==> src/design/epd_pkg.sv <==
`timescale 1ns / 1ps
// Shared types and constants for the EH pointer encoding decoder.
// No dependencies; used by every module of the block.
package epd_pkg;

    typedef enum logic [2:0] {
        ST_OK       = 3'd0,
        ST_BAD      = 3'd1,
        ST_OVERFLOW = 3'd2,
        ST_NO_BASE  = 3'd3,
        ST_TRUNC    = 3'd4,
        ST_INDIRECT = 3'd5
    } t_status;

    typedef enum logic [2:0] {
        CFG_ENCODING  = 3'd0,
        CFG_ADDR_WIDE = 3'd1,
        CFG_TEXT_BASE = 3'd2,
        CFG_DATA_BASE = 3'd3,
        CFG_FUNC_BASE = 3'd4,
        CFG_BASE_MASK = 3'd5
    } t_cfg_index;

    // Format nibble codes
    localparam logic [3:0] FMT_ABS  = 4'h0;
    localparam logic [3:0] FMT_ULEB = 4'h1;
    localparam logic [3:0] FMT_U2   = 4'h2;
    localparam logic [3:0] FMT_U4   = 4'h3;
    localparam logic [3:0] FMT_U8   = 4'h4;
    localparam logic [3:0] FMT_SLEB = 4'h9;
    localparam logic [3:0] FMT_S2   = 4'ha;
    localparam logic [3:0] FMT_S4   = 4'hb;
    localparam logic [3:0] FMT_S8   = 4'hc;

    // Application codes (encoding bits 6..4)
    localparam logic [2:0] APP_ABS     = 3'd0;
    localparam logic [2:0] APP_PCREL   = 3'd1;
    localparam logic [2:0] APP_TEXTREL = 3'd2;
    localparam logic [2:0] APP_DATAREL = 3'd3;
    localparam logic [2:0] APP_FUNCREL = 3'd4;
    localparam logic [2:0] APP_ALIGNED = 3'd5;

    localparam logic [7:0] ENC_OMIT       = 8'hff;
    localparam logic [3:0] MAX_LEB_BYTES  = 4'd10;
    localparam logic [6:0] LEB_LAST_SHIFT = 7'd63;

    typedef struct packed {
        logic [7:0]  encoding;
        logic        addr_wide;
        logic [63:0] text_base;
        logic [63:0] data_base;
        logic [63:0] func_base;
        logic [2:0]  base_mask;
    } t_cfg;

    // Request from the field stage to the base stage
    typedef struct packed {
        logic        done;       // field complete, apply base
        t_status     status;     // final status when not done
        logic        sgn;
        logic [63:0] acc;
        logic [63:0] field_addr;
    } t_req;

endpackage

==> src/design/epd_field.sv <==
`timescale 1ns / 1ps
// Field gathering stage: holds the per-field state and absorbs one byte per step.
// Depends on epd_pkg.
module epd_field (
    input  logic           i_clk,
    input  logic           i_rst_n,
    input  logic           i_step,
    input  logic [7:0]     i_data_byte,
    input  logic [63:0]    i_byte_address,
    input  logic           i_region_last,
    input  epd_pkg::t_cfg  i_cfg,
    output logic           o_emit,
    output epd_pkg::t_req  o_req
);

    logic [63:0] r_acc, n_acc;
    logic [6:0]  r_shift, n_shift;
    logic [3:0]  r_bytes, n_bytes;
    logic [63:0] r_faddr, n_faddr;
    logic        r_started, n_started;

    logic [3:0]  fmt;
    logic [2:0]  app;
    logic [3:0]  len;
    logic        leb;
    logic        sgn;
    logic        bad;
    logic        misaligned;
    logic        wraps;
    logic [7:0]  payload_byte;
    logic [63:0] shifted;
    logic [63:0] acc_or;
    logic [6:0]  shift_nx;
    logic [3:0]  bytes_nx;
    logic [63:0] fill;
    logic [63:0] eff_faddr;
    logic [63:0] fixed_val;

    always_comb begin
        fmt = i_cfg.encoding[3:0];
        app = i_cfg.encoding[6:4];
        len = 4'd0;
        leb = 1'b0;
        sgn = 1'b0;
        case (fmt)
            epd_pkg::FMT_ABS:  len = i_cfg.addr_wide ? 4'd8 : 4'd4;
            epd_pkg::FMT_ULEB: leb = 1'b1;
            epd_pkg::FMT_U2:   len = 4'd2;
            epd_pkg::FMT_U4:   len = 4'd4;
            epd_pkg::FMT_U8:   len = 4'd8;
            epd_pkg::FMT_SLEB: begin
                leb = 1'b1;
                sgn = 1'b1;
            end
            epd_pkg::FMT_S2: begin
                len = 4'd2;
                sgn = 1'b1;
            end
            epd_pkg::FMT_S4: begin
                len = 4'd4;
                sgn = 1'b1;
            end
            epd_pkg::FMT_S8: begin
                len = 4'd8;
                sgn = 1'b1;
            end
            default: len = 4'd0;
        endcase
        bad = (i_cfg.encoding == epd_pkg::ENC_OMIT) || (!leb && (len == 4'd0));

        misaligned = i_cfg.addr_wide ? (|i_byte_address[2:0]) : (|i_byte_address[1:0]);
        wraps      = i_cfg.addr_wide ? (&i_byte_address[63:3]) : (&i_byte_address[63:2]);

        payload_byte = leb ? {1'b0, i_data_byte[6:0]} : i_data_byte;
        shifted  = r_shift[6] ? 64'd0 : ({56'd0, payload_byte} << r_shift[5:0]);
        acc_or   = r_acc | shifted;
        shift_nx = r_shift + (leb ? 7'd7 : 7'd8);
        bytes_nx = r_bytes + 4'd1;
        fill     = shift_nx[6] ? 64'd0 : ({64{1'b1}} << shift_nx[5:0]);
        eff_faddr = r_started ? r_faddr : i_byte_address;

        // Trim short fixed fields to their length and extend the sign
        case (len)
            4'd2:    fixed_val = {{48{sgn & acc_or[15]}}, acc_or[15:0]};
            4'd4:    fixed_val = {{32{sgn & acc_or[31]}}, acc_or[31:0]};
            default: fixed_val = acc_or;
        endcase
    end

    always_comb begin
        n_acc     = r_acc;
        n_shift   = r_shift;
        n_bytes   = r_bytes;
        n_faddr   = r_faddr;
        n_started = r_started;
        o_emit    = 1'b0;
        o_req.done       = 1'b0;
        o_req.status     = epd_pkg::ST_OK;
        o_req.sgn        = sgn;
        o_req.acc        = acc_or;
        o_req.field_addr = eff_faddr;

        if (bad) begin
            o_emit       = 1'b1;
            o_req.status = epd_pkg::ST_BAD;
        end else if (!r_started && (app == epd_pkg::APP_ALIGNED) && misaligned) begin
            // Drop padding bytes ahead of the field
            if (wraps) begin
                o_emit       = 1'b1;
                o_req.status = epd_pkg::ST_OVERFLOW;
            end else if (i_region_last) begin
                o_emit       = 1'b1;
                o_req.status = epd_pkg::ST_TRUNC;
            end
        end else if (leb) begin
            if ((r_shift == epd_pkg::LEB_LAST_SHIFT) && (|i_data_byte[6:1])
                    && !(sgn && (&i_data_byte[6:0]))) begin
                o_emit       = 1'b1;
                o_req.status = epd_pkg::ST_OVERFLOW;
            end else if (!i_data_byte[7]) begin
                o_emit     = 1'b1;
                o_req.done = 1'b1;
                o_req.acc  = acc_or | ((sgn && i_data_byte[6]) ? fill : 64'd0);
            end else if (bytes_nx >= epd_pkg::MAX_LEB_BYTES) begin
                o_emit       = 1'b1;
                o_req.status = epd_pkg::ST_OVERFLOW;
            end else if (i_region_last) begin
                o_emit       = 1'b1;
                o_req.status = epd_pkg::ST_TRUNC;
            end else begin
                n_acc     = acc_or;
                n_shift   = shift_nx;
                n_bytes   = bytes_nx;
                n_faddr   = eff_faddr;
                n_started = 1'b1;
            end
        end else begin
            if (bytes_nx >= len) begin
                o_emit     = 1'b1;
                o_req.done = 1'b1;
                o_req.acc  = fixed_val;
            end else if (i_region_last) begin
                o_emit       = 1'b1;
                o_req.status = epd_pkg::ST_TRUNC;
            end else begin
                n_acc     = acc_or;
                n_shift   = shift_nx;
                n_bytes   = bytes_nx;
                n_faddr   = eff_faddr;
                n_started = 1'b1;
            end
        end

        // Any result ends the field
        if (o_emit) begin
            n_acc     = 64'd0;
            n_shift   = 7'd0;
            n_bytes   = 4'd0;
            n_faddr   = 64'd0;
            n_started = 1'b0;
        end
    end

    always_ff @(posedge i_clk) begin
        if (!i_rst_n) begin
            r_acc     <= 64'd0;
            r_shift   <= 7'd0;
            r_bytes   <= 4'd0;
            r_faddr   <= 64'd0;
            r_started <= 1'b0;
        end else if (i_step) begin
            r_acc     <= n_acc;
            r_shift   <= n_shift;
            r_bytes   <= n_bytes;
            r_faddr   <= n_faddr;
            r_started <= n_started;
        end
    end

endmodule

==> src/design/epd_base.sv <==
`timescale 1ns / 1ps
// Base application stage: adds the selected base to a completed field.
// Depends on epd_pkg.
module epd_base (
    input  epd_pkg::t_req    i_req,
    input  epd_pkg::t_cfg    i_cfg,
    output logic [63:0]      o_value,
    output epd_pkg::t_status o_status
);

    logic [2:0]  app;
    logic [63:0] base;
    logic        no_base;
    logic        bad_app;
    logic [64:0] sum;
    logic        negative;
    logic        range_err;

    always_comb begin
        app     = i_cfg.encoding[6:4];
        base    = 64'd0;
        no_base = 1'b0;
        bad_app = 1'b0;
        case (app)
            epd_pkg::APP_ABS:     base = 64'd0;
            epd_pkg::APP_ALIGNED: base = 64'd0;
            epd_pkg::APP_PCREL:   base = i_req.field_addr;
            epd_pkg::APP_TEXTREL: begin
                base    = i_cfg.text_base;
                no_base = !i_cfg.base_mask[0];
            end
            epd_pkg::APP_DATAREL: begin
                base    = i_cfg.data_base;
                no_base = !i_cfg.base_mask[1];
            end
            epd_pkg::APP_FUNCREL: begin
                base    = i_cfg.func_base;
                no_base = !i_cfg.base_mask[2];
            end
            default: bad_app = 1'b1;
        endcase

        // A negative value subtracts its magnitude: underflow shows as no carry
        sum       = {1'b0, base} + {1'b0, i_req.acc};
        negative  = i_req.sgn & i_req.acc[63];
        range_err = negative ? !sum[64] : sum[64];

        if (!i_req.done) begin
            o_status = i_req.status;
        end else if (bad_app) begin
            o_status = epd_pkg::ST_BAD;
        end else if (no_base) begin
            o_status = epd_pkg::ST_NO_BASE;
        end else if (range_err) begin
            o_status = epd_pkg::ST_OVERFLOW;
        end else if (i_cfg.encoding[7]) begin
            o_status = epd_pkg::ST_INDIRECT;
        end else begin
            o_status = epd_pkg::ST_OK;
        end

        o_value = (o_status == epd_pkg::ST_OK) ? sum[63:0] : 64'd0;
    end

endmodule

==> src/design/eh_pointer_encoding_decoder.sv <==
`timescale 1ns / 1ps
// Top level of the EH pointer encoding decoder.
// Depends on epd_pkg, epd_field and epd_base.
//
// Usage:
//   Input channel (i_in_valid / o_in_ready) moves one request per byte: the
//   stream byte, its address and a region-last flag. The block gathers the
//   bytes of one encoded pointer field under the encoding register, applies
//   the selected base and sends one result request (value, status) on the
//   output channel (o_out_valid / i_out_ready) when the field completes,
//   fails, or the region ends early. Bytes that neither complete nor end a
//   field produce no result.
//   Configuration port (i_cfg_valid / o_cfg_ready) is always ready; write
//   registers only while the block is idle.
//   Pipeline: input register -> field stage -> base-add stage -> output
//   register. Throughput is one byte per cycle while o_in_ready is high,
//   set by the field update (one byte shift-merge) that feeds back into
//   the field state registers.
//   Reset clears the field state, empties every stage and loads the
//   register reset values (encoding 0, 8-byte addresses, no base valid).
//   When the receiver stalls, the output register holds its result and each
//   stage behind it fills and holds; o_in_ready drops once all are full.
module eh_pointer_encoding_decoder (
    input  logic        i_clk,
    input  logic        i_rst_n,
    // byte input channel
    input  logic        i_in_valid,
    output logic        o_in_ready,
    input  logic [7:0]  i_data_byte,
    input  logic [63:0] i_byte_address,
    input  logic        i_region_last,
    // result channel
    output logic        o_out_valid,
    input  logic        i_out_ready,
    output logic [63:0] o_value,
    output logic [2:0]  o_status,
    // configuration write channel
    input  logic        i_cfg_valid,
    output logic        o_cfg_ready,
    input  logic [2:0]  i_cfg_index,
    input  logic [63:0] i_cfg_data
);

    epd_pkg::t_cfg r_cfg;

    // input register
    logic        r_in_valid;
    logic [7:0]  r_in_byte;
    logic [63:0] r_in_addr;
    logic        r_in_last;

    // field stage -> base stage
    logic          r_mid_valid;
    epd_pkg::t_req r_mid;
    logic          field_emit;
    epd_pkg::t_req field_req;

    // output register
    logic             r_out_valid;
    logic [63:0]      r_out_value;
    epd_pkg::t_status r_out_status;
    logic [63:0]      base_value;
    epd_pkg::t_status base_status;

    logic out_free;
    logic mid_adv;
    logic mid_free;
    logic in_adv;

    // Stage advance: each stage moves when the one ahead is empty or draining
    assign out_free = !r_out_valid || i_out_ready;
    assign mid_adv  = r_mid_valid && out_free;
    assign mid_free = !r_mid_valid || mid_adv;
    assign in_adv   = r_in_valid && mid_free;

    assign o_in_ready  = !r_in_valid || mid_free;
    assign o_cfg_ready = 1'b1;

    // configuration registers
    always_ff @(posedge i_clk) begin
        if (!i_rst_n) begin
            r_cfg.encoding  <= 8'd0;
            r_cfg.addr_wide <= 1'b1;
            r_cfg.text_base <= 64'd0;
            r_cfg.data_base <= 64'd0;
            r_cfg.func_base <= 64'd0;
            r_cfg.base_mask <= 3'd0;
        end else if (i_cfg_valid) begin
            case (i_cfg_index)
                epd_pkg::CFG_ENCODING:  r_cfg.encoding  <= i_cfg_data[7:0];
                epd_pkg::CFG_ADDR_WIDE: r_cfg.addr_wide <= i_cfg_data[0];
                epd_pkg::CFG_TEXT_BASE: r_cfg.text_base <= i_cfg_data;
                epd_pkg::CFG_DATA_BASE: r_cfg.data_base <= i_cfg_data;
                epd_pkg::CFG_FUNC_BASE: r_cfg.func_base <= i_cfg_data;
                epd_pkg::CFG_BASE_MASK: r_cfg.base_mask <= i_cfg_data[2:0];
                default: ; // drop writes to unused indexes
            endcase
        end
    end

    // input register: hold while the field stage is blocked
    always_ff @(posedge i_clk) begin
        if (!i_rst_n) begin
            r_in_valid <= 1'b0;
        end else if (o_in_ready) begin
            r_in_valid <= i_in_valid;
        end
    end

    always_ff @(posedge i_clk) begin
        if (o_in_ready && i_in_valid) begin
            r_in_byte <= i_data_byte;
            r_in_addr <= i_byte_address;
            r_in_last <= i_region_last;
        end
    end

    epd_field u_field (
        .i_clk          (i_clk),
        .i_rst_n        (i_rst_n),
        .i_step         (in_adv),
        .i_data_byte    (r_in_byte),
        .i_byte_address (r_in_addr),
        .i_region_last  (r_in_last),
        .i_cfg          (r_cfg),
        .o_emit         (field_emit),
        .o_req          (field_req)
    );

    // field-to-base register: load only bytes that produce a result
    always_ff @(posedge i_clk) begin
        if (!i_rst_n) begin
            r_mid_valid <= 1'b0;
        end else if (in_adv) begin
            r_mid_valid <= field_emit;
        end else if (mid_adv) begin
            r_mid_valid <= 1'b0;
        end
    end

    always_ff @(posedge i_clk) begin
        if (in_adv && field_emit) begin
            r_mid <= field_req;
        end
    end

    epd_base u_base (
        .i_req    (r_mid),
        .i_cfg    (r_cfg),
        .o_value  (base_value),
        .o_status (base_status)
    );

    // output register: hold the result until the receiver takes it
    always_ff @(posedge i_clk) begin
        if (!i_rst_n) begin
            r_out_valid <= 1'b0;
        end else if (mid_adv) begin
            r_out_valid <= 1'b1;
        end else if (i_out_ready) begin
            r_out_valid <= 1'b0;
        end
    end

    always_ff @(posedge i_clk) begin
        if (mid_adv) begin
            r_out_value  <= base_value;
            r_out_status <= base_status;
        end
    end

    assign o_out_valid = r_out_valid;
    assign o_value     = r_out_value;
    assign o_status    = r_out_status;

endmodule

==> config.mk <==
export PLATFORM = sky130hd
export DESIGN_NAME = eh_pointer_encoding_decoder
export DESIGN_NICKNAME = d
export VERILOG_FILES = /design/src/design/epd_pkg.sv /design/src/design/epd_field.sv /design/src/design/epd_base.sv /design/src/design/eh_pointer_encoding_decoder.sv
export SDC_FILE = /design/constraint.sdc
export NUM_CORES = 1
export LEC_CHECK = 0
export BUFFER_PORTS_ARGS = -buffer_cell sky130_fd_sc_hd__buf_2
export CAP_MARGIN = 20
export CORE_UTILIZATION = 50
export CTS_CLUSTER_DIAMETER = 40
export DETAILED_ROUTE_END_ITERATION = 8
export GPL_TIMING_DRIVEN = 0
export PLACE_DENSITY = 0.75
export SYNTH_ARGS = -nofsm -noshare
export SYNTH_HDL_FRONTEND = slang
export SYNTH_SLANG_ARGS = --single-unit
==> constraint.sdc <==
create_clock -name i_clk -period 5.05 [get_ports i_clk]
set_input_delay 0 -clock i_clk [delete_from_list [all_inputs] [get_ports i_clk]]
set_output_delay 0 -clock i_clk [all_outputs]
set_load 0.005 [all_outputs]
==> flow_metrics.tcl, run 1 <==
set metrics [dict create \
    status "finished, violations left" \
    violations "setup timing" \
    yosys.area.top_type "edfxtp_1" \
    place_inst 3978 \
    route.detailed.drc 0 \
    die_h_um 243.4 \
    cp_num_buf_inv 4 \
    h-tree-depth 3 \
    post-route-period-util 1.003 \
    area_growth_pct 24.50 \
    synth_most_common_cell "nand2_1" \
    crit_arrival_ps 5510 \
    cp_top_family "simple AND/OR/NAND/NOR gates" \
    peakVddDrop_mv 0.3563 \
    nets 3674 \
    port_buffers 211 \
    power-per-cell-area_mw_per_mm2 353.1 \
    layout-drive-gt1-share 0.1604 \
    p_leak_nw 13.64 \
    hold_violations 0 \
    grt_max_degree 73 \
    cts.sinks 620 \
    tightest_slew_ps 1085 \
    clk_pin_slew_ps 60 \
    insertion_delay_ps 640 \
    place_congestion 1.026 \
    design_area_sq_mm 0.03628 \
    ys_seq_area_frac 0.5198 \
    fin_ws_ps -14.48 \
    die_w_um 243.4 \
    rsz0062_at_grt "true" \
    yosysUniqueCellTypes 81 \
    coreArea_sq_mm 0.05759 \
    cts.path.max_buffers 3 \
    cts-root-buf "clkbuf_16" \
    fin_skew_ps 36.53 \
    worstPathMaxFanout 10 \
    routedWlPerCell_um 22.74 \
    grt_first_pass_wirelength_um 144400 \
    drt_iter0_drc 2740 \
    synthesis.area_sq_mm 0.02914 \
    cts_tree "yes" \
    grt_pass1_vias 24280 \
    ant_nets 0 \
    worst_setup_path_start_kind "flop" \
    whs_ps 71.95 \
    via_per_inst 6.015 \
    fill_cells 4570 \
    cts_buffers 88 \
    hold_class "in -> reg" \
    num_io_pins 215 \
    setup_viol 2 \
    max_freq_ghz 0.1975 \
    slew_headroom 0.2764 \
    reg2reg_slack_ps -10 \
    synth_ff_type "dfxtp_1" \
    wl_um 97720 \
    placed_area_sq_mm 0.03130 \
    grt_use_total 0.3186 \
    drt-pass1-iter-count 6 \
    synth_edf_count 273 \
    slew_viol_final 0 \
    fin_crit_ps 5064 \
    start_util 0.5060 \
    end_kind "flop" \
    synth_common_cells "nand2_1 (620), dfxtp_1 (347), edfxtp_1 (273), a21boi_0 (206), clkbuf_1 (163)" \
    avgSynthCellArea_sq_um 9.735 \
    hpwl_um 68170 \
    yosysTopAreaCellShare 0.2813 \
    final_cell_count_no_fill 4297 \
    antenna_found_initial 8 \
    synth_seq_cells 620 \
    die_area_sq_mm 0.05925 \
    yosysWarnings 0 \
    postSynthCellCount 2993 \
    crit_chain "inv_1 > nand2_8 > nor2_4 > clkbuf_2 > a22oi_1 > nand2_1 > ha_1 > a21oi_1 > o22ai_1 > o21ai_1 > nand2_2 > o2111ai_4 > nand3_4 > buf_4 > mux2i_1 > a21oi_4 > or3_4 > buf_12 > nor3b_4" \
    required_ps 5490 \
    worstSetupPathType "reg -> reg" \
    overflow 0 \
    max_cap_violations 0 \
    synth_area_leaders "edfxtp_1 (28%), dfxtp_1 (24%), nand2_1 (8.0%)" \
    slowest_delay_ps 520 \
    synth_async_sr_flop_share 0 \
    vias 25850 \
    synth_nets 3212 \
    cp_slowest_cell "or3_4" \
    rows 88 \
    total_power_mw 12.81 \
]
[area by class of cell]
| type | count | area [sq um] | area share |
|---|---|---|---|
| inverters | 43 | 171.4 | 0.004725 |
| diodes | 3 | 7.507 | 0.0002069 |
| plain buffers | 180 | 805.8 | 0.02221 |
| well taps | 765 | 957.2 | 0.02639 |
| clock inverters | 59 | 616.8 | 0.01700 |
| repair buffers | 377 | 2753 | 0.07588 |
| multi-input cells | 2145 | 13430 | 0.3702 |
| clock buffers | 105 | 2380 | 0.06560 |
| flip-flops and latches | 620 | 15160 | 0.4178 |
[cells by family (layout without fill, tap and decap cells)]
kind of cell               count (synthesis)  in the layout  synth area share
and+or+nand+nor                         1012           1015            0.1509
AOI/OAI and AO/OA                        916            916            0.2177
DFF                                      620            620            0.5198
buffers and inverters                    231            764           0.03070
muxes                                     80             80           0.03079
adders and majority gates                 74             74           0.03229
xor gates and xnor gates                  59             59           0.01773
other                                      1              4         0.0001287
[stage by stage]
step	TNS (ps)	utilization	setup WS [ps]
floorplan	0	-	178.3
global placement	-447220	0.5410	-1789
detailed placement	-122310	0.5436	-1440
CTS	-2.133	0.6249	-2.133
global route	-219.8	0.6299	-49.03
finish	-15.84	0.6300	-14.48
[worst paths after layout]
kind	startpoint	endpoint	depth (start not counted)
setup / recovery	r_cfg[202]$_SDFFE_PN0P_	o_value[34]$_SDFFCE_PP0P_	19
hold / removal	i_byte_address[54]	r_in_addr[54]$_DFFE_PP_	2
setup reg to reg	r_cfg[202]$_SDFFE_PN0P_	o_value[34]$_SDFFCE_PP0P_	19
hold reg to reg	u_field.r_acc[22]$_SDFFE_PN0P_	u_field.r_acc[22]$_SDFFE_PN0P_	2
[state kept, by name, summed over array words and instances, names as in the netlist]
signal,count
u_field.r_shift,7
r_mid,133
o_out_valid,1
r_in_addr,64
u_field.r_faddr,64
r_in_byte,8
r_in_last,1
r_cfg,204
o_value,64
u_field.r_bytes,4
u_field.r_started,1
o_status,3
r_mid_valid,1
r_in_valid,1
u_field.r_acc,64
[routing by layer]
layer  track usage  part of all wire
met5             0           0.00048
met4        0.1650             0.053
met3       0.06565             0.098
met2        0.4958              0.45
met1        0.4187              0.40
[timing repair]
action / CTS / global route
cloned: 0 / 4
endpoints found under the hold margin: 294 / 0
gates resized for setup: 66 / 76
endpoints found under the setup margin: 177 / 173
setup buffers: 6 / 4
hold buffers: 144 / 0
pin swaps: 5 / 18
[placed cells by master, fill, tap and decap left out, types with 46 or more instances in the layout]
cell type,netlist,layout
a21boi_0,206,206
a21o_1,47,47
a21oi_1,162,155
a22o_1,72,72
a22oi_1,156,153
buf_2,13,225
clkbuf_1,163,136
clkbuf_16,0,92
dfxtp_1,347,344
dlygate4sd3_1,0,144
edfxtp_1,273,273
ha_1,72,69
mux2_2,67,67
nand2_1,620,614
nor2_1,162,159
nor2b_1,47,46
o21ai_0,97,97
[worst register-to-register path: stages (launching register included)]
cell and delay [ps]:
dfxtp_4 370, inv_1 170, nand2_8 120, nor2_4 260, clkbuf_2 390, a22oi_1 120, nand2_1 260, ha_1 350
a21oi_1 260, o22ai_1 130, o21ai_1 240, nand2_2 200, o2111ai_4 250, nand3_4 190, buf_4 200, mux2i_1 280
a21oi_4 160, or3_4 520, buf_12 220, nor3b_4 200
[where the power goes]
part	total (mW)	leakage [nW]	internal (mW)	switching [mW]
clock network	6.22	1.45	3.79	2.43
logic	1.04	6.82	0.410	0.628
registers	5.55	5.38	5.44	0.110
total	12.8	13.6	9.64	3.17
(Power assumes the default switching activity.)
==> run 2, diff against run 1 <==
--- a/config.mk
+++ b/config.mk
@@ -12,6 +12,7 @@
 export DETAILED_ROUTE_END_ITERATION = 8
 export GPL_TIMING_DRIVEN = 0
 export PLACE_DENSITY = 0.75
+export SETUP_SLACK_MARGIN = 0.1
 export SYNTH_ARGS = -nofsm -noshare
 export SYNTH_HDL_FRONTEND = slang
 export SYNTH_SLANG_ARGS = --single-unit
==> constraint.sdc (replaced) <==
create_clock -name i_clk -period 4.09 [get_ports i_clk]
set_input_delay 0 -clock i_clk [delete_from_list [all_inputs] [get_ports i_clk]]
set_output_delay 0 -clock i_clk [all_outputs]
set_load 0.005 [all_outputs]
==> run 2 against run 1 <==
The run still ends with setup timing left. Sequential power increased by 23%. Sequential share of layout area decreased by 1.4 points. Wire length increased by 0.94%. Critical endpoint is now o_value[60]$_SDFFCE_PP0P_. Clock skew decreased by 3.6 ps.
==> flow_metrics.tcl, run 2 (synthesized netlist as in run 1, its figures left out) <==
set metrics [dict create \
    min_to "u_field.r_bytes[3]$_SDFFE_PN0P_" \
    clk_pin_slew_ps 60 \
    fin_crit_ps 4789 \
    mostFrequentLayoutCells "nand2_1 (606), dfxtp_1 (341), edfxtp_1 (273), buf_2 (222), a21boi_0 (206)" \
    hold_class "in -> reg" \
    power-per-cell-area_mw_per_mm2 427.5 \
    crit_path_frequent_cell "buf_12" \
    routedWlPerCell_um 22.73 \
    hp-start "i_rst_n" \
    setup_viol 64 \
    drt-pass1-iter-count 7 \
    end_kind "flop" \
    grt_pass1_vias 25010 \
    cts_buffers 89 \
    rr_endpoint "o_value[60]$_SDFFCE_PP0P_" \
    num_io_pins 215 \
    slowest_delay_ps 390 \
    layout-drive-gt1-share 0.1988 \
    cts.path.max_buffers 3 \
    hpwl_um 68330 \
    slew_viol_final 0 \
    reg2reg_slack_ps -700 \
    crit_chain "buf_4 > nor3_4 > buf_12 > buf_4 > clkbuf_4 > a22oi_1 > nand2_1 > ha_1 > and3_1 > a221oi_2 > o21ai_1 > a21o_1 > nand3_1 > nand3_4 > a21o_1 > a221o_1 > or3_4 > buf_12 > buf_12 > nor3_4" \
    max_freq_ghz 0.2088 \
    grt_first_pass_wirelength_um 147600 \
    peakVddDrop_mv 0.4489 \
    die_w_um 243.4 \
    fin_skew_ps 32.88 \
    rows 88 \
    hold_violations 0 \
    grt_use_total 0.3260 \
    start_util 0.5060 \
    vias 25830 \
    route.detailed.drc 0 \
    die_area_sq_mm 0.05925 \
    placed_area_sq_mm 0.03139 \
    p_leak_nw 14.09 \
    r2r_start "r_cfg[201]$_SDFFE_PN0P_" \
    area_growth_pct 28.85 \
    drt_iter0_drc 3175 \
    cts_tree "yes" \
    worst_setup_path_start_kind "flop" \
    tightest_slew_ps 1222 \
    port_buffers 211 \
    place_congestion 1.063 \
    fill_cells 4472 \
    crit_arrival_ps 5270 \
    postLayoutCoreUtil 0.6520 \
    status "finished, violations left" \
    largest_register_ffs 204 \
    worstSetupPathType "reg -> reg" \
    insertion_delay_ps 650 \
    fin_ws_ps -698.8 \
    hold_depth 3 \
    antenna_found_initial 5 \
    cts.sinks 620 \
    post-route-period-util 1.171 \
    via_per_inst 5.953 \
    rsz0062_at_grt "true" \
    ant_nets 0 \
    worstPathMaxFanout 10 \
    grt_max_degree 73 \
    largest_register "r_cfg" \
    slew_headroom 0.1856 \
    coreArea_sq_mm 0.05759 \
    whs_ps 33.68 \
    nets 3714 \
    required_ps 4570 \
    wl_um 98640 \
    violations "setup timing" \
    die_h_um 243.4 \
    overflow 0 \
    h-tree-depth 3 \
    max_cap_violations 0 \
    final_common_cell "nand2_1" \
    reg2regPathDepth 20 \
    cts-root-buf "clkbuf_16" \
    cp_slowest_cell "or3_4" \
    design_area_sq_mm 0.03754 \
    largestRegisters "r_cfg: 204 flops, r_mid: 133 flops" \
]
## run 2: cell types whose count changed in the layout (fill, tap and decap cells not counted), sizes merged
cell	change
or3	-1
clkinv	+2
bufinv	-1
inv	+1
clkbuf	+4
buf	+35
nor2	-2
clkinvlp	+4
## run 2: cell type report
cell class,count,area [sq um],area share
Multi-Input combinational cell,2142,13960,0.3717
Sequential cell,620,15160,0.4038
Clock inverter,65,700.7,0.01866
Clock buffer,102,2370,0.06312
Tap cell,765,957.2,0.02549
Antenna cell,3,7.507,0.0002000
Buffer,185,985.9,0.02626
Timing Repair Buffer,414,3231,0.08605
Inverter,43,176.4,0.004699
## run 2: through the flow
step | worst slack (ps) | setup TNS, ps | cells | power (mW)
6_report | -698.8 | -35890 | 4339 | 16.05
5_1_grt | -784.0 | -41870 | 4337 | 16.45
4_1_cts | -657.7 | -36170 | 4326 | 15.96
3_5_place_dp | -1783 | -305540 | 3977 | 8.060
3_3_place_gp | -2029 | -495670 | 3969 | 8.037
2_1_floorplan | 104.2 | 0 | 2993 | 7.602
## run 2: what timing repair did
item | CTS | global route
hold buffers | 144 | 0
hold endpoints to repair | 297 | 0
resized for setup | 188 | 108
endpoints found under the setup margin | 404 | 240
pin swaps | 29 | 28
gates cloned | 5 | 2
setup buffers | 34 | 12
## run 2: power by group
group	total [mW]	internal (mW)	switching [mW]
Clock	7.77	4.66	3.11
Sequential	6.85	6.72	0.134
Combinational	1.43	0.589	0.839
## run 2: metal layers
layer,wire (um),track usage
met1,38340,0.4114
met2,44400,0.5157
met3,10790,0.08614
met4,5071,0.1633
met5,38,0
## run 2: how the worst max path moves through the flow
stage,start,end,slack (ps)
after floorplan,r_cfg[202]$_SDFFE_PN0P_,o_value[34]$_SDFFCE_PP0P_,100
after global placement,r_cfg[197]$_SDFFE_PN0P_,u_field.r_shift[3]$_SDFFE_PN0P_,-2030
after detailed placement,r_cfg[200]$_SDFFE_PN0P_,o_value[28]$_SDFFCE_PP0P_,-1780
after CTS,r_cfg[202]$_SDFFE_PN0P_,o_value[63]$_SDFFCE_PP0P_,-660
after global routing,r_cfg[201]$_SDFFE_PN0P_,o_value[60]$_SDFFCE_PP0P_,-780
final,r_cfg[201]$_SDFFE_PN0P_,o_value[60]$_SDFFCE_PP0P_,-700
## run 2: critical path, delay by kind of cell, from the launching register on
family          cells  cell delay [ps]
flops               1              370
fa+ha+maj           1              320
compound gates      6             1310
buf+inv             6             1010
simple gates        7             1570
